--- config.mk ---
export PLATFORM = sky130hd
export DESIGN_NAME = rgb_to_hsv_converter_flat
export DESIGN_NICKNAME = d
export VERILOG_FILES = /design/src/sv/rhc_pkg.sv /design/src/sv/pixel_if.sv /design/src/sv/hsv_if.sv /design/src/sv/rgb_to_hsv_converter.sv /design/src/sv/rhc_front.sv /design/src/sv/rhc_queue.sv /design/src/sv/rhc_back.sv /design/src/flat_wrapper.sv
export SDC_FILE = /design/constraint.sdc
export NUM_CORES = 1
export LEC_CHECK = 0
export BUFFER_PORTS_ARGS = -buffer_cell sky130_fd_sc_hd__buf_2
export CAP_MARGIN = 15
export CORE_MARGIN = 2
export CORE_UTILIZATION = 55
export CTS_BUF_LIST = sky130_fd_sc_hd__clkbuf_4
export CTS_CLUSTER_SIZE = 30
export DETAILED_ROUTE_END_ITERATION = 10
export PLACE_DENSITY = 0.71
export SYNTH_ARGS = -nofsm -noshare
export SYNTH_HDL_FRONTEND = slang
export SYNTH_SLANG_ARGS = --single-unit
--- constraint.sdc ---
create_clock -name i_clk -period 12.7 [get_ports i_clk]
set_input_delay 1.27 -clock i_clk [delete_from_list [all_inputs] [get_ports i_clk]]
set_output_delay 1.27 -clock i_clk [all_outputs]
set_load 0.02 [all_outputs]
--- src/sv/rhc_pkg.sv ---
package rhc_pkg;

    localparam int PIX_W  = 8;
    localparam int HUE_W  = 9;
    localparam int SAT_W  = 7;
    localparam int QUO_W  = 7;   // quotient bits, both quotients stay below 128
    localparam int NUM_W  = 15;  // dividend width, delta*100 and 60*|diff|
    localparam int QDEPTH = 4;
    localparam int QPTR_W = 2;
    localparam int QCNT_W = QPTR_W + 1;
    localparam int HSUM_W = 11;  // signed hue sum before wrap

    typedef logic [1:0] t_sector;
    localparam t_sector SECT_RED   = 2'd0;
    localparam t_sector SECT_GREEN = 2'd1;
    localparam t_sector SECT_BLUE  = 2'd2;

    // classified pixel, front to back
    typedef struct packed {
        logic [PIX_W-1:0] hi;
        logic [PIX_W-1:0] delta;
        logic [NUM_W-1:0] sat_n;
        logic [NUM_W-1:0] hue_n;
        logic             neg;
        t_sector          sector;
    } t_task;

    // one divider pipeline stage
    typedef struct packed {
        logic [PIX_W-1:0] hi;
        logic [PIX_W-1:0] delta;
        logic             neg;
        t_sector          sector;
        logic [NUM_W-1:0] sat_n;
        logic [PIX_W-1:0] sat_rem;
        logic [QUO_W-1:0] sat_q;
        logic [NUM_W-1:0] hue_n;
        logic [PIX_W-1:0] hue_rem;
        logic [QUO_W-1:0] hue_q;
    } t_stage;

    // one restoring division step: {new remainder, quotient bit}
    function automatic logic [PIX_W:0] div_step(input logic [PIX_W-1:0] rem,
                                                input logic             nbit,
                                                input logic [PIX_W-1:0] d);
        logic [PIX_W:0] t;
        logic [PIX_W:0] diff;
        t    = {rem, nbit};
        diff = t - {1'b0, d};
        if (t >= {1'b0, d}) begin
            return {diff[PIX_W-1:0], 1'b1};
        end
        return {t[PIX_W-1:0], 1'b0};
    endfunction

endpackage

--- src/sv/pixel_if.sv ---
interface pixel_if;
    import rhc_pkg::*;
    logic             valid;
    logic             ready;
    logic [PIX_W-1:0] red;
    logic [PIX_W-1:0] green;
    logic [PIX_W-1:0] blue;
    modport source (output valid, output red, output green, output blue, input ready);
    modport sink   (input valid, input red, input green, input blue, output ready);
endinterface

--- src/sv/hsv_if.sv ---
interface hsv_if;
    import rhc_pkg::*;
    logic             valid;
    logic             ready;
    logic [HUE_W-1:0] hue;
    logic [SAT_W-1:0] saturation;
    logic [PIX_W-1:0] brightness;
    modport source (output valid, output hue, output saturation, output brightness,
                    input ready);
    modport sink   (input valid, input hue, input saturation, input brightness,
                    output ready);
endinterface

--- src/sv/rgb_to_hsv_converter.sv ---
// channel   modport  fields                               request taken when
// i_pix     sink     red 8, green 8, blue 8               valid && ready
// o_hsv     source   hue 9, saturation 7, brightness 8    valid && ready
//
// one pixel per cycle sustained while o_hsv is not stalled; a result passes the queue,
// the 7-step restoring divider pipeline in the back end and the output register
// i_rst_n is synchronous, active low, and empties queue and pipeline
// i_pix.ready drops only when the 4-entry queue is full
// an output stall freezes the back end while the queue keeps taking requests
module rgb_to_hsv_converter
    import rhc_pkg::*;
(
    input  logic  i_clk,
    input  logic  i_rst_n,
    pixel_if.sink i_pix,
    hsv_if.source o_hsv
);

    // front to queue
    logic  push, full;
    t_task push_task;

    // queue to back
    logic  head_valid, pop;
    t_task head_task;

    // front end: max/min pick, sector, dividends
    rhc_front u_front (
        .i_pix  (i_pix),
        .i_full (full),
        .o_push (push),
        .o_task (push_task)
    );

    // decoupling queue between classification and division
    rhc_queue u_queue (
        .i_clk   (i_clk),
        .i_rst_n (i_rst_n),
        .i_push  (push),
        .i_data  (push_task),
        .o_full  (full),
        .i_pop   (pop),
        .o_valid (head_valid),
        .o_data  (head_task)
    );

    // back end: saturation and hue quotients side by side, then hue wrap
    rhc_back u_back (
        .i_clk        (i_clk),
        .i_rst_n      (i_rst_n),
        .i_task_valid (head_valid),
        .i_task       (head_task),
        .o_pop        (pop),
        .o_hsv        (o_hsv)
    );

endmodule

--- src/sv/rhc_front.sv ---
module rhc_front
    import rhc_pkg::*;
(
    pixel_if.sink   i_pix,
    input  logic    i_full,
    output logic    o_push,
    output t_task   o_task
);

    logic [PIX_W-1:0] r, g, b, lo;
    logic signed [PIX_W+1:0] diff;
    logic [PIX_W-1:0] mag;

    assign r = i_pix.red;
    assign g = i_pix.green;
    assign b = i_pix.blue;

    assign i_pix.ready = !i_full;
    assign o_push      = i_pix.valid && !i_full;

    always_comb begin
        // ties go to red, then green
        if (r >= g && r >= b) begin
            o_task.sector = SECT_RED;
            o_task.hi     = r;
            diff          = $signed({2'b00, g}) - $signed({2'b00, b});
        end else if (g >= b) begin
            o_task.sector = SECT_GREEN;
            o_task.hi     = g;
            diff          = $signed({2'b00, b}) - $signed({2'b00, r});
        end else begin
            o_task.sector = SECT_BLUE;
            o_task.hi     = b;
            diff          = $signed({2'b00, r}) - $signed({2'b00, g});
        end
        lo = r;
        if (g < lo) lo = g;
        if (b < lo) lo = b;
        o_task.delta = o_task.hi - lo;
        o_task.neg   = diff[PIX_W+1];
        mag          = diff[PIX_W+1] ? PIX_W'(-diff) : diff[PIX_W-1:0];
        // delta*100 and 60*|diff| as shift-add
        o_task.sat_n = (NUM_W'(o_task.delta) << 6) + (NUM_W'(o_task.delta) << 5)
                     + (NUM_W'(o_task.delta) << 2);
        o_task.hue_n = (NUM_W'(mag) << 6) - (NUM_W'(mag) << 2);
    end

endmodule

--- src/sv/rhc_queue.sv ---
module rhc_queue
    import rhc_pkg::*;
(
    input  logic  i_clk,
    input  logic  i_rst_n,
    input  logic  i_push,
    input  t_task i_data,
    output logic  o_full,
    input  logic  i_pop,
    output logic  o_valid,
    output t_task o_data
);

    t_task             r_mem [QDEPTH];
    logic [QPTR_W-1:0] r_wr, r_rd;
    logic [QCNT_W-1:0] r_cnt;
    logic              do_push, do_pop;

    assign o_full  = (r_cnt == QCNT_W'(QDEPTH));
    assign o_valid = (r_cnt != '0);
    assign o_data  = r_mem[r_rd];
    assign do_push = i_push && !o_full;
    assign do_pop  = i_pop && o_valid;

    always_ff @(posedge i_clk) begin
        if (do_push) r_mem[r_wr] <= i_data;
    end

    always_ff @(posedge i_clk) begin
        if (!i_rst_n) begin
            r_wr  <= '0;
            r_rd  <= '0;
            r_cnt <= '0;
        end else begin
            if (do_push) r_wr <= r_wr + 1'b1;
            if (do_pop)  r_rd <= r_rd + 1'b1;
            unique case ({do_push, do_pop})
                2'b10:   r_cnt <= r_cnt + 1'b1;
                2'b01:   r_cnt <= r_cnt - 1'b1;
                default: r_cnt <= r_cnt;
            endcase
        end
    end

endmodule

--- src/sv/rhc_back.sv ---
module rhc_back
    import rhc_pkg::*;
(
    input  logic   i_clk,
    input  logic   i_rst_n,
    input  logic   i_task_valid,
    input  t_task  i_task,
    output logic   o_pop,
    hsv_if.source  o_hsv
);

    t_stage           r_stg [QUO_W];
    t_stage           n_stg [QUO_W];
    logic [QUO_W-1:0] r_vld;
    logic             r_out_valid;
    logic [HUE_W-1:0] r_hue;
    logic [SAT_W-1:0] r_sat;
    logic [PIX_W-1:0] r_bri;
    logic             adv;
    logic [PIX_W:0]   s0, h0, sk, hk;
    logic [SAT_W-1:0] fin_sat;
    logic [HUE_W-1:0] fin_hue;
    logic signed [HSUM_W-1:0] hsum, hoff, hq;

    assign adv   = !r_out_valid || o_hsv.ready;
    assign o_pop = adv && i_task_valid;

    always_comb begin
        // first step straight from the queue head
        s0 = div_step(i_task.sat_n[NUM_W-1:QUO_W], i_task.sat_n[QUO_W-1], i_task.hi);
        h0 = div_step(i_task.hue_n[NUM_W-1:QUO_W], i_task.hue_n[QUO_W-1], i_task.delta);
        n_stg[0].hi      = i_task.hi;
        n_stg[0].delta   = i_task.delta;
        n_stg[0].neg     = i_task.neg;
        n_stg[0].sector  = i_task.sector;
        n_stg[0].sat_n   = i_task.sat_n;
        n_stg[0].hue_n   = i_task.hue_n;
        n_stg[0].sat_rem = s0[PIX_W:1];
        n_stg[0].hue_rem = h0[PIX_W:1];
        n_stg[0].sat_q   = {{(QUO_W-1){1'b0}}, s0[0]};
        n_stg[0].hue_q   = {{(QUO_W-1){1'b0}}, h0[0]};
        for (int s = 1; s < QUO_W; s++) begin
            sk = div_step(r_stg[s-1].sat_rem, r_stg[s-1].sat_n[QUO_W-1-s], r_stg[s-1].hi);
            hk = div_step(r_stg[s-1].hue_rem, r_stg[s-1].hue_n[QUO_W-1-s],
                          r_stg[s-1].delta);
            n_stg[s]         = r_stg[s-1];
            n_stg[s].sat_rem = sk[PIX_W:1];
            n_stg[s].hue_rem = hk[PIX_W:1];
            n_stg[s].sat_q   = {r_stg[s-1].sat_q[QUO_W-2:0], sk[0]};
            n_stg[s].hue_q   = {r_stg[s-1].hue_q[QUO_W-2:0], hk[0]};
        end
    end

    // black pixel and zero saturation force hue to zero
    always_comb begin
        fin_sat = (r_stg[QUO_W-1].hi == '0) ? '0 : r_stg[QUO_W-1].sat_q;
        unique case (r_stg[QUO_W-1].sector)
            SECT_RED:   hoff = HSUM_W'(0);
            SECT_GREEN: hoff = HSUM_W'(120);
            SECT_BLUE:  hoff = HSUM_W'(240);
            default:    hoff = HSUM_W'(0);
        endcase
        hq   = $signed({{(HSUM_W-QUO_W){1'b0}}, r_stg[QUO_W-1].hue_q});
        hsum = r_stg[QUO_W-1].neg ? hoff - hq : hoff + hq;
        if (hsum < 0) hsum = hsum + HSUM_W'(360);
        fin_hue = (fin_sat == '0) ? '0 : hsum[HUE_W-1:0];
    end

    always_ff @(posedge i_clk) begin
        if (adv) begin
            for (int s = 0; s < QUO_W; s++) r_stg[s] <= n_stg[s];
            if (r_vld[QUO_W-1]) begin
                r_hue <= fin_hue;
                r_sat <= fin_sat;
                r_bri <= r_stg[QUO_W-1].hi;
            end
        end
    end

    always_ff @(posedge i_clk) begin
        if (!i_rst_n) begin
            r_vld       <= '0;
            r_out_valid <= 1'b0;
        end else if (adv) begin
            r_vld       <= {r_vld[QUO_W-2:0], i_task_valid};
            r_out_valid <= r_vld[QUO_W-1];
        end
    end

    assign o_hsv.valid      = r_out_valid;
    assign o_hsv.hue        = r_hue;
    assign o_hsv.saturation = r_sat;
    assign o_hsv.brightness = r_bri;

endmodule

--- src/flat_wrapper.sv ---
// flat-port wrapper written by rule: the top's interface ports become plain ports
module rgb_to_hsv_converter_flat import rhc_pkg::*;
  (i_clk, i_rst_n, i_pix_valid, i_pix_red, i_pix_green, i_pix_blue, i_pix_ready, o_hsv_valid, o_hsv_hue, o_hsv_saturation, o_hsv_brightness, o_hsv_ready);
  pixel_if i_pix_i ();
  hsv_if o_hsv_i ();
  input  logic i_clk;
  input  logic i_rst_n;
  input wire logic [$bits(i_pix_i.valid)-1:0] i_pix_valid;
  input wire logic [$bits(i_pix_i.red)-1:0] i_pix_red;
  input wire logic [$bits(i_pix_i.green)-1:0] i_pix_green;
  input wire logic [$bits(i_pix_i.blue)-1:0] i_pix_blue;
  output wire logic [$bits(i_pix_i.ready)-1:0] i_pix_ready;
  output wire logic [$bits(o_hsv_i.valid)-1:0] o_hsv_valid;
  output wire logic [$bits(o_hsv_i.hue)-1:0] o_hsv_hue;
  output wire logic [$bits(o_hsv_i.saturation)-1:0] o_hsv_saturation;
  output wire logic [$bits(o_hsv_i.brightness)-1:0] o_hsv_brightness;
  input wire logic [$bits(o_hsv_i.ready)-1:0] o_hsv_ready;
  assign i_pix_i.valid = i_pix_valid;
  assign i_pix_i.red = i_pix_red;
  assign i_pix_i.green = i_pix_green;
  assign i_pix_i.blue = i_pix_blue;
  assign i_pix_ready = i_pix_i.ready;
  assign o_hsv_valid = o_hsv_i.valid;
  assign o_hsv_hue = o_hsv_i.hue;
  assign o_hsv_saturation = o_hsv_i.saturation;
  assign o_hsv_brightness = o_hsv_i.brightness;
  assign o_hsv_i.ready = o_hsv_ready;
  rgb_to_hsv_converter u_core (.i_clk(i_clk), .i_rst_n(i_rst_n), .i_pix(i_pix_i), .o_hsv(o_hsv_i));
endmodule
Word level (Yosys, flattened, before mapping)
Memory sizes are Yosys's and may differ from the RTL's. A register that Yosys moved wholly into a read port is not among the register bits.
Index checks and enable logic that the tools add are counted.
{"block": "totals", "register_bits": 39, "latchBits": 0, "mem_bits_rw": 749, "rom_bits": 0, "inputBits": 28, "output_inout_bits": 26, "elab_cells": 139, "n_memories": 2}
{"memory": "u_core.u_back.r_stg", "words": 7, "word_bits": 79, "read_ports": 7, "rd_ports_with_merged_regs": 0, "write_ports": 7, "line": "rhc_back.sv:12", "rtl": "t_stage r_stg [QUO_W];"}
{"memory": "u_core.u_queue.r_mem", "words": 4, "word_bits": 49, "read_ports": 1, "rd_ports_with_merged_regs": 1, "write_ports": 1, "line": "rhc_queue.sv:14", "rtl": "t_task r_mem [QDEPTH];"}
{"block": "op_classes", "add_sub_neg": 29, "n_mul": 0, "n_div": 0, "magnitude_cmp": 20, "n_eq_ne": 5, "n_shift": 0, "n_mux": 62, "n_bitwise": 0, "n_reduce_logical": 13}
{"operator": "9-bit 2-to-1 mux", "count": 29}
{"operator": "9-bit by 8-bit >= comparator with 1-bit output", "count": 14}
{"operator": "8-bit subtractor", "count": 15}
{"operator": "8-bit 2-to-1 mux", "count": 5}
{"operator": "8-bit by 8-bit subtractor with 9-bit output", "count": 3}
{"operator": "8-bit >= comparator", "count": 3}
{"operator": "10-bit 2-to-1 mux", "count": 2}
{"operator": "1-bit 2-to-1 mux", "count": 18}
{"operator": "8-bit < comparator", "count": 2}
{"operator": "8-bit case mux with 2 select lines", "count": 1}
{"operator": "14-bit by 13-bit adder with 15-bit output", "count": 1}
{"operator": "15-bit by 10-bit adder with 15-bit output", "count": 1}
{"operator": "14-bit by 10-bit subtractor with 15-bit output", "count": 1}
{"operator": "11-bit by 8-bit adder with 11-bit output", "count": 1}
{"operator": "11-bit by 1-bit < comparator with 1-bit output, second input constant", "count": 1}
{"operator": "11-bit 2-to-1 mux", "count": 1}
{"operator": "11-bit by 8-bit subtractor with 11-bit output", "count": 1}
{"operator": "9-bit adder, second input constant", "count": 1}
{"operator": "8-bit zero test", "count": 1}
{"operator": "2-bit 2-to-1 mux", "count": 4}
{"operator": "8-bit negator", "count": 1}
{"operator": "7-bit zero test", "count": 1}
{"operator": "7-bit 2-to-1 mux", "count": 1}
{"operator": "3-bit case mux with 2 select lines", "count": 1}
{"operator": "other kinds (12)", "count": 20}

Longest topological paths before layout
{"block": "logic_depth", "ltp_word": 7, "depth_mapped": 36, "depth_no_buf": 35}

Modules after synthesis
From an unflattened synthesis, not the netlist that was laid out.
{"block": "unflattened", "cells_unflattened": 1993, "hier_area_um2": 27782.9}
{"mod": "rhc_back", "instances": 1, "cells_per_inst": 1232, "area_each_um2": 16773.6, "seq_area_each_um2": 10460.0}
{"mod": "rhc_queue", "instances": 1, "cells_per_inst": 308, "area_each_um2": 7576.0, "seq_area_each_um2": 6065.8}
{"mod": "rhc_front", "instances": 1, "cells_per_inst": 453, "area_each_um2": 3433.3, "seq_area_each_um2": 0.0}

Worst setup path before layout
OpenSTA, ideal clock, no wires.
{"block": "synth_timing", "path_type": "input -> register", "startpoint": "in o_hsv_ready", "endpoint": "reg u_core.u_back.r_bri[0] (netlist: u_core.u_back.o_hsv.brightness[0]) (read register of u_core.u_back.r_stg), enable pin", "setup_ns": 0.377, "arrival_ns": 9.504, "required_time_ns": 12.323, "slack_ns": 2.818, "cell_stages": 4, "n_path_buf": 1, "cell_sequence": "nor2b_1 -> clkbuf_1 -> clkinv_1 -> and2_1"}
{"block": "synth_between", "elab_chain_cells": 2}
{"element": "start, declared", "line": "flat_wrapper.sv:17", "rtl": "input wire logic [$bits(o_hsv_i.ready)-1:0] o_hsv_ready;"}
{"element": "1-bit logical OR", "line": "rhc_back.sv:25", "rtl": "assign adv = !r_out_valid || o_hsv.ready;"}
{"element": "2-bit AND reduction (no source line)"}
{"element": "end, declared", "line": "rhc_back.sv:18", "rtl": "logic [PIX_W-1:0] r_bri;"}
No other way between the ends.
A chain may end at the register's enable or synchronous reset.

==> results.txt <==
Max incr delay on CP: 0.92 ns
TritonCTS clock tree: built
CP arrival: 8.78 ns
GRT met3 Usage: 3.46%
GRT Util Overall: 19.6%
Post-synth EDFFs: 480
Die height: 218 µm
I/O Pins: 54
RSZ-0062 raised after global routing: false
Most Crowded Layer GR: met2
Most frequent cells in the layout: edfxtp_1 (480), inv_1 (269), ha_1 (184), clkbuf_4 (169), o21ai_0 (141)
Pre-antenna DRT Iters: 6
Routed len/inst: 15.7 µm
Max-Cap Viols: 0
GP Congestion: 0.856
Slowest-stage cell, CP: o22ai_1
CTS max path bufs: 3
1st-iter DRT viols: 838
Placed Cells: 2604
CP Class: in -> reg
Synth Warn #: 0
Most used cell, CP: a21oi_1
Post-Syn Instances: 1974
Min Tclk post-route: 8.20 ns
Fill cell count: 3462
First-pass GRT wire length: 74000 µm
Final period utilization: 64.5%
Floorplan row count: 78
Ys async rst share: 0%
Fraction of layout cells with a size suffix above 1: 14.6%
Mean area per synthesized cell: 12.8 µm²
Mapped Area: 25200 µm²
Reg-to-reg setup timing slack: 8.32 ns
Total gr overflow: 0
Slew HR: 20.0%
Buffer count from post-CTS setup fixing: 0
Setup TNS: 0 ns
Root Driver: clkbuf_4
Core footprint: 45300 µm²
CTS resizes: 0
DRT Wirelength: 44300 µm
Full die area: 47500 µm²
Remaining DRCs: 0
M1 GR Usage: 21.4%
Synth cell types: 74
Critical Path End Type: register
Num CTS Buffers: 118
Tightest Pin Transition: 1.20 ns
Via count: 15200
Antenna violations before repair: 1
Clk sinks: 497
P&R area growth vs syn: 9.99%
Clk Latency, worst-skew pair: 0.86 ns
Maximum number of pins on one net before global-route repair: 127
Post-route ant nets: 0
DP Wirelength: 31600 µm
Vias in the first global route: 15900
Post-synth net total: 2208
Max Fanout on Critical Path: 16
Cts hold-fix bufs: 0
Status: complete, no violations
H-Tree Depth: 3
Setup-failing EPs final: 0
Seq/Total Area, Yosys: 58.6%
Final #Nets: 2360
HP Class: reg -> reg
Most common cell after layout, fill and taps aside: edfxtp_1
CP required: 13.28 ns
Ys flop type: edfxtp_1
Starting Density: 55.6%
Clock-pin transition on the worst setup and hold timing paths: 0.07 ns
Skew final: 0.0569 ns
Slew Limit Fails: 0
Vias/cell: 5.39
Cell Count, Final, Fillers Out: 2820
Port bufs: 53
Yosys reg bits: 497
Startpoint types: input pin
Hold Vio Cnt, Final: 0
M2 GR Usage: 36.6%
F_max: 122 MHz
Die X: 218 µm
per-layer routing:
layer / part of all wire, % / vias up
li1: - / 7580
met1: 40 / 7231
met2: 53 / 303
met3: 3.9 / 90
met4: 3.0 / 0
met5: 0 / -
kinds of logic (layout without fill, tap and decap cells):
| kind of cell | count (synthesis) | count (layout) | synth area share, % |
|---|---|---|---|
| other cells | 0 | 1 | 0 |
| fa+ha+maj | 206 | 206 | 10.9 |
| simple gates | 391 | 391 | 7.67 |
| xor+xnor | 98 | 98 | 3.41 |
| mux | 62 | 62 | 4.49 |
| buf+inv | 306 | 551 | 4.58 |
| compound gates | 414 | 414 | 10.4 |
| flops | 497 | 497 | 58.6 |
cell usage after synthesis, types with 22 or more instances:
| master | instances | share of area [%] |
|---|---|---|
| edfxtp_1 | 480 | 57 |
| inv_1 | 269 | 4.0 |
| ha_1 | 184 | 9.1 |
| o21ai_0 | 141 | 2.8 |
| nand2_1 | 128 | 1.9 |
| a21oi_1 | 108 | 2.1 |
| nor2_1 | 81 | 1.2 |
| xnor2_1 | 51 | 1.8 |
| xor2_1 | 47 | 1.6 |
| mux4_2 | 40 | 3.6 |
| nor2b_1 | 38 | 0.94 |
| a21o_1 | 36 | 1.1 |
| clkbuf_1 | 28 | 0.42 |
| nand4_1 | 25 | 0.62 |
| o31ai_1 | 25 | 0.74 |
| and3_1 | 24 | 0.60 |
| fa_1 | 22 | 1.7 |
registers in the layout (all words and copies together), names as in the netlist, named ones only:
name,count
u_core.u_back.o_hsv.brightness,8
u_core.u_back.r_stg,288
u_core.u_queue.r_wr,2
u_core.u_queue.r_rd,2
u_core.u_back.r_vld,7
u_core.u_back.o_hsv.valid,1
u_core.u_back.o_hsv.saturation,7
u_core.u_queue.r_cnt,3
u_core.u_back.o_hsv.hue,9
u_core.u_queue.r_mem,168
metrics by stage:
stage	setup slack [ns]	cell area [µm²]	hold slack [ns]	utilization (%)
floorplan	2.82	25200	0.400	-
CTS	4.67	27700	0.413	61.1
global placement	3.94	26200	0.401	57.8
global route	3.75	27700	0.413	61.2
detailed placement	3.76	26200	0.405	57.8
finish	4.50	27700	0.413	61.2
final timing paths:
| check | end | depth (start not counted) | from |
|---|---|---|---|
| hold / removal | u_core.u_back.r_stg[5][32] | 0 | u_core.u_back.r_stg[4][31] |
| hold reg to reg | u_core.u_back.r_stg[5][32] | 0 | u_core.u_back.r_stg[4][31] |
| setup reg to reg | u_core.u_back.r_stg[0][43] | 14 | register |
| setup / recovery | u_core.u_queue.r_mem[1][32] | 33 | i_pix_green[1] |
cell type report:
type,count,area (µm²),share of cell area (%)
well taps,600,751,2.71
inverters,273,1030,3.72
multi-input cells,1171,9300,33.5
clock buffers,169,1270,4.58
clock inverters,44,228,0.822
diodes,1,2.50,0.00903
flip-flops and latches,497,14800,53.2
repair buffers,65,383,1.38
worst max-delay path, delay by kind of cell:
kind | cells | cell delay (ns)
buf+inv | 5 | 0.57
xor+xnor | 1 | 0.49
compound gates | 14 | 3.30
simple gates | 6 | 0.67
fa+ha+maj | 7 | 2.45
Power is left out: the tool's default activity adds up to more than one toggle a clock period on the data nets, which glitch-free logic cannot reach.
